`config.mk`:
```
export PLATFORM = sky130hd
export DESIGN_NAME = radix_text_to_unsigned_flat
export DESIGN_NICKNAME = d
export VERILOG_FILES = /design/src/hdl/rtu_pkg.sv /design/src/hdl/rtu_if.sv /design/src/hdl/radix_text_to_unsigned.sv /design/src/flat_wrapper.sv
export VERILOG_INCLUDE_DIRS = /design/src /design/src/hdl
export SDC_FILE = /design/constraint.sdc
export NUM_CORES = 1
export LEC_CHECK = 0
export BUFFER_PORTS_ARGS = -buffer_cell sky130_fd_sc_hd__clkbuf_2
export CORE_MARGIN = 2
export CORE_UTILIZATION = 25
export CTS_CLUSTER_DIAMETER = 150
export DETAILED_ROUTE_END_ITERATION = 12
export HOLD_SLACK_MARGIN = 0.15
export PLACE_DENSITY = 0.44
export SYNTH_ARGS = -nofsm -noshare
export SYNTH_HDL_FRONTEND = slang
export SYNTH_SLANG_ARGS = --single-unit
```
`constraint.sdc`:
```
create_clock -name clk_i -period 15.7 [get_ports clk_i]
set_clock_uncertainty 0.1 [all_clocks]
set_input_delay 2.355 -clock clk_i [delete_from_list [all_inputs] [get_ports clk_i]]
set_output_delay 2.355 -clock clk_i [all_outputs]
set_load 0.02 [all_outputs]
```
`src/hdl/radix_text_to_unsigned_macros.svh`:
```
// Assertion macros for the text-to-unsigned converter.
`ifndef RADIX_TEXT_TO_UNSIGNED_MACROS_SVH
`define RADIX_TEXT_TO_UNSIGNED_MACROS_SVH

`ifndef SYNTH
// Same-cycle implication, checked at every rising clock edge out of reset.
`define RTU_ASSERT_IMPLIES(label, clk, rst_n, ante, cons) \
  label: assert property (@(posedge clk) disable iff (!rst_n) (ante) |-> (cons)) \
    else $error("rtu assertion failed");
// Next-cycle implication.
`define RTU_ASSERT_NEXT(label, clk, rst_n, ante, cons) \
  label: assert property (@(posedge clk) disable iff (!rst_n) (ante) |=> (cons)) \
    else $error("rtu assertion failed");
`else
`define RTU_ASSERT_IMPLIES(label, clk, rst_n, ante, cons)
`define RTU_ASSERT_NEXT(label, clk, rst_n, ante, cons)
`endif

`endif

```
`src/hdl/rtu_pkg.sv`:
```
// Shared widths, codes and character helpers for the text-to-unsigned converter.
package rtu_pkg;

  // Fixed field widths
  localparam int unsigned ChW     = 8;
  localparam int unsigned RadixW  = 6;
  localparam int unsigned ValueW  = 32;
  localparam int unsigned StatusW = 2;
  localparam int unsigned CountW  = 16;

  // Accumulator width range and default
  localparam int unsigned DefaultWidth = 32;
  localparam int unsigned MaxWidth     = 64;

  // Radix handling
  localparam logic [RadixW-1:0] RadixReset = RadixW'(10);
  localparam logic [RadixW-1:0] RadixTen   = RadixW'(10);
  localparam logic [RadixW-1:0] RadixOne   = RadixW'(1);
  localparam logic [RadixW-1:0] RadixMax   = RadixW'(36);

  // Result status codes
  typedef enum logic [StatusW-1:0] {
    StOk       = 2'd0,
    StBadRadix = 2'd1,
    StRange    = 2'd2
  } status_e;

  // Character codes
  localparam logic [ChW-1:0] ChNul   = 8'd0;
  localparam logic [ChW-1:0] ChTab   = 8'd9;
  localparam logic [ChW-1:0] ChLf    = 8'd10;
  localparam logic [ChW-1:0] ChVt    = 8'd11;
  localparam logic [ChW-1:0] ChFf    = 8'd12;
  localparam logic [ChW-1:0] ChCr    = 8'd13;
  localparam logic [ChW-1:0] ChPlus  = 8'd43;
  localparam logic [ChW-1:0] ChZero  = 8'd48;
  localparam logic [ChW-1:0] ChNine  = 8'd57;
  localparam logic [ChW-1:0] ChUpA   = 8'd65;
  localparam logic [ChW-1:0] ChUpZ   = 8'd90;
  localparam logic [ChW-1:0] ChLoA   = 8'd97;
  localparam logic [ChW-1:0] ChLoZ   = 8'd122;
  localparam logic [ChW-1:0] NoDigit = 8'd255;

  // Whitespace skipped before the number: tab, LF, VT, FF and CR, but not space
  function automatic logic is_space(input logic [ChW-1:0] c);
    return (c == ChFf) || (c == ChLf) || (c == ChCr) || (c == ChTab) || (c == ChVt);
  endfunction

  // Digit value of a character, NoDigit if it is none
  function automatic logic [ChW-1:0] digit_of(input logic [ChW-1:0] c);
    logic [ChW-1:0] d;
    d = NoDigit;
    if (c >= ChZero && c <= ChNine) begin
      d = c - ChZero;
    end else if (c >= ChUpA && c <= ChUpZ) begin
      d = c - ChUpA + 8'd10;
    end else if (c >= ChLoA && c <= ChLoZ) begin
      d = c - ChLoA + 8'd10;
    end
    return d;
  endfunction

endpackage

```
`src/hdl/rtu_if.sv`:
```
// Valid/ready channel interfaces for characters, results and the radix register.
interface rtu_in_if;
  logic                      valid;
  logic                      ready;
  logic [rtu_pkg::ChW-1:0]   ch;
  logic                      start_req;

  modport source (output valid, output ch, output start_req, input ready);
  modport sink   (input valid, input ch, input start_req, output ready);
endinterface

interface rtu_out_if;
  logic                         valid;
  logic                         ready;
  logic [rtu_pkg::ValueW-1:0]   value;
  logic [rtu_pkg::StatusW-1:0]  status;
  logic [rtu_pkg::CountW-1:0]   consumed;

  modport source (output valid, output value, output status, output consumed,
                  input ready);
  modport sink   (input valid, input value, input status, input consumed,
                  output ready);
endinterface

interface rtu_cfg_if;
  logic                         valid;
  logic                         ready;
  logic [rtu_pkg::RadixW-1:0]   radix;

  modport source (output valid, output radix, input ready);
  modport sink   (input valid, input radix, output ready);
endinterface

```
`src/hdl/radix_text_to_unsigned.sv`:
```
// Top level: streaming text-to-unsigned converter, one character per cycle.
//
//  channel | dir | fields                    | transfer when
//  in_i    | in  | ch, start_req             | in_i.valid && in_i.ready
//  res_o   | out | value, status, consumed   | res_o.valid && res_o.ready
//  cfg_i   | in  | radix                     | cfg_i.valid && cfg_i.ready
//
// One character per cycle unless the result register stalls.
// The multiply-add of accumulator by base plus digit sits between the character
// register and the result register. Reset clears state, sets radix and base to ten.
// A stalled result holds the character register; the input takes a new character
// whenever the character register is empty or moves on. cfg_i is always ready.

`include "radix_text_to_unsigned_macros.svh"

module radix_text_to_unsigned #(
  parameter int unsigned WIDTH = rtu_pkg::DefaultWidth
) (
  input  logic        clk_i,
  input  logic        rst_ni,
  rtu_in_if.sink      in_i,
  rtu_out_if.source   res_o,
  rtu_cfg_if.sink     cfg_i
);

  localparam int unsigned ProdW = WIDTH + rtu_pkg::RadixW;

  typedef enum logic [2:0] {
    PhDone   = 3'b001,
    PhSkip   = 3'b010,
    PhDigits = 3'b100
  } phase_e;

  // Character register
  logic                          s1_valid_q;
  logic [rtu_pkg::ChW-1:0]       s1_ch_q;
  logic                          s1_start_q;

  // Parse state
  phase_e                        phase_q, phase_d, phase_eff;
  logic [WIDTH-1:0]              acc_q, acc_d, acc_eff;
  logic [rtu_pkg::CountW-1:0]    cnt_q, cnt_d, cnt_eff, cnt_inc;
  logic [rtu_pkg::RadixW-1:0]    base_q, base_d, base_eff;
  logic [rtu_pkg::RadixW-1:0]    radix_q;

  // Result register
  logic                          res_valid_q;
  logic [rtu_pkg::ValueW-1:0]    res_value_q, res_value_d;
  rtu_pkg::status_e              res_status_q, res_status_d;
  logic [rtu_pkg::CountW-1:0]    res_cnt_q, res_cnt_d;

  logic                          out_free, adv, emit, digit_step, radix_bad, ovf;
  logic [rtu_pkg::ChW-1:0]       digit;
  logic [ProdW-1:0]              sum;
  logic [rtu_pkg::MaxWidth-1:0]  acc_wide, lim_wide;
  logic [WIDTH-1:0]              lim;

  // Handshake: the character register moves on when the result register is free
  assign out_free    = !res_valid_q || res_o.ready;
  assign adv         = s1_valid_q && out_free;
  assign in_i.ready  = !s1_valid_q || out_free;
  assign cfg_i.ready = 1'b1;

  assign res_o.valid    = res_valid_q;
  assign res_o.value    = res_value_q;
  assign res_o.status   = res_status_q;
  assign res_o.consumed = res_cnt_q;

  // Step the parser for the held character
  always_comb begin
    radix_bad = (radix_q == rtu_pkg::RadixOne) || (radix_q > rtu_pkg::RadixMax);
    phase_eff = s1_start_q ? PhSkip : phase_q;
    base_eff  = s1_start_q ? ((radix_q == '0) ? rtu_pkg::RadixTen : radix_q) : base_q;
    acc_eff   = s1_start_q ? '0 : acc_q;
    cnt_eff   = s1_start_q ? '0 : cnt_q;
    cnt_inc   = (cnt_eff == '1) ? cnt_eff : cnt_eff + 1'b1;
    digit     = rtu_pkg::digit_of(s1_ch_q);
    sum       = ProdW'(acc_eff) * ProdW'(base_eff) + ProdW'(digit[rtu_pkg::RadixW-1:0]);
    ovf       = |sum[ProdW-1:WIDTH];
    lim       = '1;
    acc_wide  = rtu_pkg::MaxWidth'(acc_eff);
    lim_wide  = rtu_pkg::MaxWidth'(lim);

    phase_d      = phase_eff;
    acc_d        = acc_eff;
    cnt_d        = cnt_eff;
    base_d       = base_eff;
    emit         = 1'b0;
    digit_step   = 1'b0;
    res_value_d  = '0;
    res_status_d = rtu_pkg::StOk;
    res_cnt_d    = '0;

    if (s1_start_q && radix_bad) begin
      base_d       = base_q;
      phase_d      = PhDone;
      emit         = 1'b1;
      res_status_d = rtu_pkg::StBadRadix;
    end else begin
      unique case (phase_eff)
        PhDone: begin
        end
        PhSkip: begin
          if (rtu_pkg::is_space(s1_ch_q)) begin
            cnt_d = cnt_inc;
          end else begin
            phase_d = PhDigits;
            if (s1_ch_q == rtu_pkg::ChPlus) begin
              cnt_d = cnt_inc;
            end else begin
              digit_step = 1'b1;
            end
          end
        end
        PhDigits: begin
          digit_step = 1'b1;
        end
        default: begin
          phase_d = PhDone;
        end
      endcase

      if (digit_step) begin
        priority if (s1_ch_q == rtu_pkg::ChNul || digit >= rtu_pkg::ChW'(base_eff)) begin
          phase_d      = PhDone;
          emit         = 1'b1;
          res_value_d  = acc_wide[rtu_pkg::ValueW-1:0];
          res_status_d = rtu_pkg::StOk;
          res_cnt_d    = cnt_eff;
        end else if (ovf) begin
          phase_d      = PhDone;
          emit         = 1'b1;
          res_value_d  = lim_wide[rtu_pkg::ValueW-1:0];
          res_status_d = rtu_pkg::StRange;
        end else begin
          acc_d = sum[WIDTH-1:0];
          cnt_d = cnt_inc;
        end
      end
    end
  end

  // Control and parse state
  always_ff @(posedge clk_i or negedge rst_ni) begin
    if (!rst_ni) begin
      s1_valid_q  <= 1'b0;
      res_valid_q <= 1'b0;
      phase_q     <= PhDone;
      acc_q       <= '0;
      cnt_q       <= '0;
      base_q      <= rtu_pkg::RadixReset;
      radix_q     <= rtu_pkg::RadixReset;
    end else begin
      if (cfg_i.valid) begin
        radix_q <= cfg_i.radix;
      end
      if (in_i.valid && in_i.ready) begin
        s1_valid_q <= 1'b1;
      end else if (adv) begin
        s1_valid_q <= 1'b0;
      end
      if (adv) begin
        phase_q <= phase_d;
        acc_q   <= acc_d;
        cnt_q   <= cnt_d;
        base_q  <= base_d;
      end
      if (adv && emit) begin
        res_valid_q <= 1'b1;
      end else if (res_o.ready) begin
        res_valid_q <= 1'b0;
      end
    end
  end

  // Payload registers
  always_ff @(posedge clk_i) begin
    if (in_i.valid && in_i.ready) begin
      s1_ch_q    <= in_i.ch;
      s1_start_q <= in_i.start_req;
    end
    if (adv && emit) begin
      res_value_q  <= res_value_d;
      res_status_q <= res_status_d;
      res_cnt_q    <= res_cnt_d;
    end
  end

  // Checks
  `RTU_ASSERT_NEXT(a_done_after_emit, clk_i, rst_ni, adv && emit, phase_q == PhDone)
  `RTU_ASSERT_IMPLIES(a_err_no_count, clk_i, rst_ni,
    res_valid_q && res_status_q != rtu_pkg::StOk, res_cnt_q == '0)
  `RTU_ASSERT_NEXT(a_count_saturates, clk_i, rst_ni, cnt_q == '1,
    cnt_q == '1 || cnt_q == '0)

endmodule
```
`src/flat_wrapper.sv`:
```
// flat-port wrapper written by rule: the top's interface ports become plain ports
module radix_text_to_unsigned_flat 
#(
  parameter int unsigned WIDTH = rtu_pkg::DefaultWidth
)
  (clk_i, rst_ni, in_i_valid, in_i_ch, in_i_start_req, in_i_ready, res_o_valid, res_o_value, res_o_status, res_o_consumed, res_o_ready, cfg_i_valid, cfg_i_radix, cfg_i_ready);
  rtu_in_if in_i_i ();
  rtu_out_if res_o_i ();
  rtu_cfg_if cfg_i_i ();
  input  logic clk_i;
  input  logic rst_ni;
  input wire logic [$bits(in_i_i.valid)-1:0] in_i_valid;
  input wire logic [$bits(in_i_i.ch)-1:0] in_i_ch;
  input wire logic [$bits(in_i_i.start_req)-1:0] in_i_start_req;
  output wire logic [$bits(in_i_i.ready)-1:0] in_i_ready;
  output wire logic [$bits(res_o_i.valid)-1:0] res_o_valid;
  output wire logic [$bits(res_o_i.value)-1:0] res_o_value;
  output wire logic [$bits(res_o_i.status)-1:0] res_o_status;
  output wire logic [$bits(res_o_i.consumed)-1:0] res_o_consumed;
  input wire logic [$bits(res_o_i.ready)-1:0] res_o_ready;
  input wire logic [$bits(cfg_i_i.valid)-1:0] cfg_i_valid;
  input wire logic [$bits(cfg_i_i.radix)-1:0] cfg_i_radix;
  output wire logic [$bits(cfg_i_i.ready)-1:0] cfg_i_ready;
  assign in_i_i.valid = in_i_valid;
  assign in_i_i.ch = in_i_ch;
  assign in_i_i.start_req = in_i_start_req;
  assign in_i_ready = in_i_i.ready;
  assign res_o_valid = res_o_i.valid;
  assign res_o_value = res_o_i.value;
  assign res_o_status = res_o_i.status;
  assign res_o_consumed = res_o_i.consumed;
  assign res_o_i.ready = res_o_ready;
  assign cfg_i_i.valid = cfg_i_valid;
  assign cfg_i_i.radix = cfg_i_radix;
  assign cfg_i_ready = cfg_i_i.ready;
  radix_text_to_unsigned #(.WIDTH(WIDTH)) u_core (.clk_i(clk_i), .rst_ni(rst_ni), .in_i(in_i_i), .res_o(res_o_i), .cfg_i(cfg_i_i));
endmodule
```
==> results.yml, run 1 <==
grt:
  grt_pass1_vias: 10100
  grt.overflow.total: 0
  track_usage_pct: 14.0
  antenna_found_initial: 0
  grt_max_degree: 66
  grt_pass1_wl_mm: 58.1
timing:
  hold_slack_ps: 437
  fin_setup_tns_ps: 0
  fmax_ghz: 0.128
  finalSetupViolations: 0
  grt_setup_unrepaired: "false"
  max_slew_margin_pct: 22.3
  worst_pin_slew_ps: 1160
  finalMaxSlewViolations: 0
  fin_crit_ps: 7820
  final.period_utilization_pct: 49.8
  hold_viol_final: 0
layout:
  num-nets-final: 1573
  register_area_mm2: 0.00340
  fill_cells: 5239
  num_antenna_cells: 0
  drive_gt1_share_pct: 10.2
  area_delta_synth_final_pct: 12.6
  multi_input_area_mm2: 0.00864
  fin_area_mm2: 0.0142
critical_path:
  crit_path_top_delay_cell: "dfstp_2"
  rr_startpoint: "u_core.base_q[3]"
  worstRegToRegCells: 21
  crit_arrival_ps: 8090
  critPathMostFrequentCell: "fa_1"
  path_cells: "nor2b_1, nand2_1, fa_1, fa_1, inv_1, fa_1, inv_1, fa_1, inv_1, ha_1, o211ai_1, a21oi_1, o21ai_0, nand2_1, a21oi_2, o31ai_1, xnor2_1, nor4_4, nand3_1, nor2_4, a22o_1"
  cpPeakStageDelay_ps: 880
  required_ps: 15970
  critical_path_class: "register to register"
  critPathLaunch: "u_core.base_q[3]"
  crit_fanout: 32
  cp-end-kind: "register"
  crit_path_start_kind: "register"
cts:
  insertion_delay_ps: 440
  clockRootBuffer: "clkbuf_16"
  cts_tree: "yes"
  clk_pin_slew_ps: 60
  cts-buffers-inserted: 17
  cts-resized-gates: 0
  cts_hold_buf: 0
  cts_setup_buffers: 0
  clk_path_buf_depth: 2
  cts_sinks: 124
  htreeDepth: 4
route:
  drc: 0
  drtAntennaViolNets: 0
  wl_per_cell_um: 17.4
  drtIter0Drc: 442
  firstDrtPassIters: 5
  routed_via_density: 4.73
  drt_wl_total_mm: 35.1
  dr_total_vias: 9526
floorplanning:
  boundaryPins: 73
  die_h_um: 228
  dieWidth_um: 228
  dieArea_mm2: 0.0522
  core_area_mm2: 0.0500
  initial_core_util_pct: 25.2
  rows: 82
synth:
  synth_area_per_cell_um2: 9.77
  ys_types: 73
  netlist_area_mm2: 0.0126
  synth_edf_count: 59
  ys.flop_type: "dfrtp_1"
  async_flop_share_pct: 52.4
  syn_nets: 1532
  ys_seq_elements: 124
  synth_cells: 1289
  ys_seq_area_share_pct: 27.0
  yosysWarnings: 0
pwr:
  p_leak_nw: 6.65
  vdd_drop_max_v: 0.0000715
  p_per_area_mw_per_mm2: 70.4
min_path:
  hold_depth: 1
  min_path_type: "register to register"
  hold_start: "u_core.acc_q[30]"
place:
  gp_congestion: 0.818
  place_area_mm2: 0.0136
  numPortBuffers: 71
  hpwl_mm: 27.1
outcome:
  status: "finished clean"
run:
  drv_cap: 0
synthesized netlist by cell type, drive strengths merged, types with 14 or more instances:
master | number | area, um2
nor2b | 37 | 231
xor2 | 16 | 140
nor2 | 42 | 158
o21ai | 79 | 395
edfxtp | 59 | 1770
and2 | 207 | 1290
ha | 99 | 1240
o21a | 14 | 105
xnor2 | 18 | 158
dfrtp | 60 | 1500
nand2 | 97 | 364
nor3 | 17 | 85.1
a21oi | 57 | 297
fa | 124 | 2480
clkbuf | 44 | 165
a22o | 33 | 289
inv | 89 | 334
nand3 | 32 | 160
critical path: cells and delay by family (launching register included):
kind            cells  cell delay [ps]
buf+inv             3              160
simple gates        6             2580
flops               1              880
xor+xnor            1              160
compound gates      6             1370
fa+ha+maj           5             2470
where the power goes:
group / switching (mW) / internal (mW) / leakage [nW]
sequential: 0.0616 / 0.380 / 1.44
clock: 0.165 / 0.222 / 0.262
combinational: 0.119 / 0.0520 / 4.95
per-stage QoR:
stage | std cells | total power [mW] | setup slack (ps) | util, %
after global placement | 1983 | 0.622 | 7830 | 27.3
after global routing | 2015 | 1.05 | 7420 | 28.4
final | 2015 | 0.999 | 7880 | 28.4
after detailed placement | 1983 | 0.622 | 7870 | 27.3
after floorplan | 1289 | 0.533 | 7710 | -
after CTS | 2015 | 1.01 | 7810 | 28.4
cells by family after synthesis:
| group | synth area share, % |
|---|---|
| compound gates | 14.5 |
| xor+xnor | 2.36 |
| fa+ha+maj | 29.5 |
| buf+inv | 4.57 |
| flops | 27.0 |
| mux | 0.655 |
| other cells | 0.0298 |
| simple gates | 21.3 |
layer usage:
metal | wire length [um] | up-vias | global-route usage (%)
met5 | 0 | - | 0
met4 | 255 | 0 | 3.02
met3 | 1040 | 15 | 1.85
met2 | 16700 | 160 | 22.7
met1 | 17100 | 4813 | 19.8
li1 | - | 4538 | -
registers in the layout, summed over array words and instances, names as in the netlist:
signal and flops:
u_core.s1_start_q 1, u_core.res_o.consumed 16, u_core.radix_q 6, u_core.s1_valid_q 1, u_core.s1_ch_q 8, u_core.res_o.status 2, u_core.cnt_q 16, u_core.res_o.valid 1
u_core.res_o.value 32, u_core.base_q 6, u_core.acc_q 32, u_core.phase_q 3
worst paths after layout:
path,slack (ps),to
max,7880,u_core.acc_q[29]
max reg2reg,7880,u_core.acc_q[29]
max in group asynchronous,12860,u_core.acc_q[25]
min reg2reg,440,u_core.acc_q[30]
min in group asynchronous,1970,u_core.s1_valid_q
min,440,u_core.acc_q[30]
cells in the final DEF, fill, tap and decap left out, drive strengths merged, types with 6 or more instances in the layout:
cell type / instances
and2: 207
fa: 124
ha: 99
nand2: 97
inv: 91
clkbuf: 89
o21ai: 79
dfrtp: 60
edfxtp: 59
a21oi: 57
nor2: 42
nor2b: 37
a22o: 33
nand3: 32
xnor2: 18
nor3: 17
xor2: 16
o21a: 14
a21o: 12
o211ai: 9
nand2b: 8
nand4: 8
buf: 8
a31oi: 8
or4: 7
mux2: 7
o221ai: 6
and3: 6
o311ai: 6
layout make-up:
class / count / area share, %
clock inverters: 13 / 0.829
clock buffers: 19 / 3.12
multi-input cells: 1020 / 60.9
inverters: 89 / 2.35
flip-flops and latches: 124 / 24.0
well taps: 672 / 5.93
repair buffers: 78 / 2.89
Note: power is estimated with default switching activity, not from simulation.
==> inputs of run 2 (changes only) <==
PLACE_DENSITY = 0.46   (was 0.44)
clock period = 7.1 ns   (was 15.7 ns; I/O delays follow)
==> results.yml, run 2 (synthesized netlist as in run 1, its figures left out) <==
outcome:
  status: "finished clean"
grt:
  use_met2_pct: 22.3
  grt.busiest_layer: "met2"
  track_usage_pct: 13.9
  grt_pass1_wl_mm: 57.7
  grtUsageMet1_pct: 19.6
  grt_max_degree: 66
  grt_use_met3_pct: 2.00
  antenna_found_initial: 1
  grt_pass1_vias: 9969
  grt.overflow.total: 0
cts:
  insertion_delay_ps: 440
  cts_tree: "yes"
  cts_hold_buf: 0
  clk_pin_slew_ps: 60
  clk_path_buf_depth: 2
  clockRootBuffer: "clkbuf_16"
  htreeDepth: 4
  cts_sinks: 124
  cts-buffers-inserted: 17
timing:
  fin_crit_ps: 6730
  hold_viol_final: 0
  grt_setup_unrepaired: "false"
  final.period_utilization_pct: 94.8
  hold_slack_ps: 406
  worst_pin_slew_ps: 1130
  finalSetupViolations: 0
  finalMaxSlewViolations: 0
  fin_setup_tns_ps: 0
  fmax_ghz: 0.149
  max_slew_margin_pct: 24.7
place:
  numPortBuffers: 71
  place_inst: 2016
  gp_congestion: 0.803
  hpwl_mm: 27.6
floorplanning:
  boundaryPins: 73
  die_h_um: 228
  dieArea_mm2: 0.0522
  core_area_mm2: 0.0500
  rows: 82
  initial_core_util_pct: 25.2
  dieWidth_um: 228
layout:
  fin_util_pct: 29.1
  num-nets-final: 1608
  area_delta_synth_final_pct: 15.2
  mostFrequentLayoutCells: "207 x and2_1, 124 x fa_1, 99 x ha_1, 97 x nand2_1, 89 x inv_1"
  fill_cells: 5222
  final_cells: 2051
  drive_gt1_share_pct: 12.3
  final_common_cell: "and2_1"
min_path:
  min_path_type: "register to register"
pwr:
  vdd_drop_max_v: 0.000164
  comb_power_share_pct: 21.2
  p_int_mw: 1.51
  swShare_pct: 33.1
  power.switching_uw: 746
  clockPowerShare_pct: 38.7
  p_per_area_mw_per_mm2: 155
  power.share.sequential_pct: 40.1
  p_leak_nw: 6.85
route:
  drtAntennaViolNets: 0
  firstDrtPassIters: 5
  drt_wl_total_mm: 35.4
  routed_via_density: 4.73
  drc: 0
  wl_per_cell_um: 17.2
  dr_total_vias: 9702
  drtIter0Drc: 665
critical_path:
  r2r_slack_ps: 370
  rr_startpoint: "u_core.s1_start_q"
  critPathLaunch: "u_core.s1_start_q"
  crit_path_start_kind: "register"
  rr_endpoint: "u_core.cnt_q[1]"
  crit_arrival_ps: 6930
  cp-end-kind: "register"
  worstRegToRegCells: 23
  crit_fanout: 16
  worstSetupEndpoint: "u_core.cnt_q[1]"
  required_ps: 7300
  critical_path_class: "register to register"
run:
  drv_cap: 0
-- run 2: changes by cell type in the layout (fill, tap and decap cells not counted), sizes merged --
cell	change
buf	+35
clkbuf	+4
clkinv	-1
diode	+1
clkinvlp	-3
-- run 2: timing repair --
| action | in CTS | in global routing |
|---|---|---|
| resized for setup | 0 | 4 |
| setup endpoints to repair | 0 | 79 |
| setup buffers | 0 | 2 |
-- run 2: power by group through the flow --
stage	registers (mW)	clock network [mW]	logic [mW]
after floorplan	0.935	0	0.243
after global placement	0.918	0	0.482
after detailed placement	0.919	0	0.483
after CTS	0.906	0.894	0.484
after global routing	0.916	0.924	0.527
final	0.905	0.872	0.478
-- run 2: area by class of cell --
class	count	area, um2	area share [%]
diodes	1	2.50	0.0172
repair buffers	113	721	4.96
inverters	89	334	2.30
flip-flops and latches	124	3400	23.5
well taps	672	841	5.79
multi-input cells	1020	8640	59.5
clock buffers	23	490	3.38
clock inverters	9	83.8	0.577
-- run 2: how the worst min path moves through the flow --
stage,slack (ps),depth (start not counted),start,to
2_1_floorplan,360,2,u_core.base_q[2],u_core.base_q[2]
3_3_place_gp,390,2,u_core.base_q[1],u_core.base_q[1]
3_5_place_dp,400,2,u_core.base_q[1],u_core.base_q[1]
4_1_cts,410,2,u_core.base_q[1],u_core.base_q[1]
5_1_grt,450,1,u_core.acc_q[31],u_core.acc_q[31]
6_report,410,2,u_core.base_q[1],u_core.base_q[1]
-- run 2: worst max-delay path, stage by stage, from the launching register on --
cell,delay (ps)
edfxtp_1,460
buf_4,250
nor2b_2,220
nand2_1,110
fa_1,530
fa_1,550
inv_1,60
fa_1,550
inv_1,60
fa_1,530
inv_1,40
ha_1,350
a21oi_2,190
a32oi_2,180
a31oi_4,280
nand2_1,110
a41o_1,200
mux2_4,310
nor4_4,360
buf_4,220
a31oi_2,210
buf_4,260
o311ai_0,290
o21ai_0,150
-- run 2: through the flow --
stage          total power [mW]  worst slack, ps  area (um2)
2_1_floorplan              1.18              500       12600
3_3_place_gp               1.40              219       13900
3_5_place_dp               1.40              208       13900
4_1_cts                    2.28              175       14500
5_1_grt                    2.37             5.82       14500
6_report                   2.26              369       14500
-- run 2: layer usage --
layer | wire length [um] | vias up
li1 | - | 4603
met1 | 17300 | 4883
met2 | 16600 | 189
met3 | 1040 | 27
met4 | 466 | 0
met5 | 0 | -
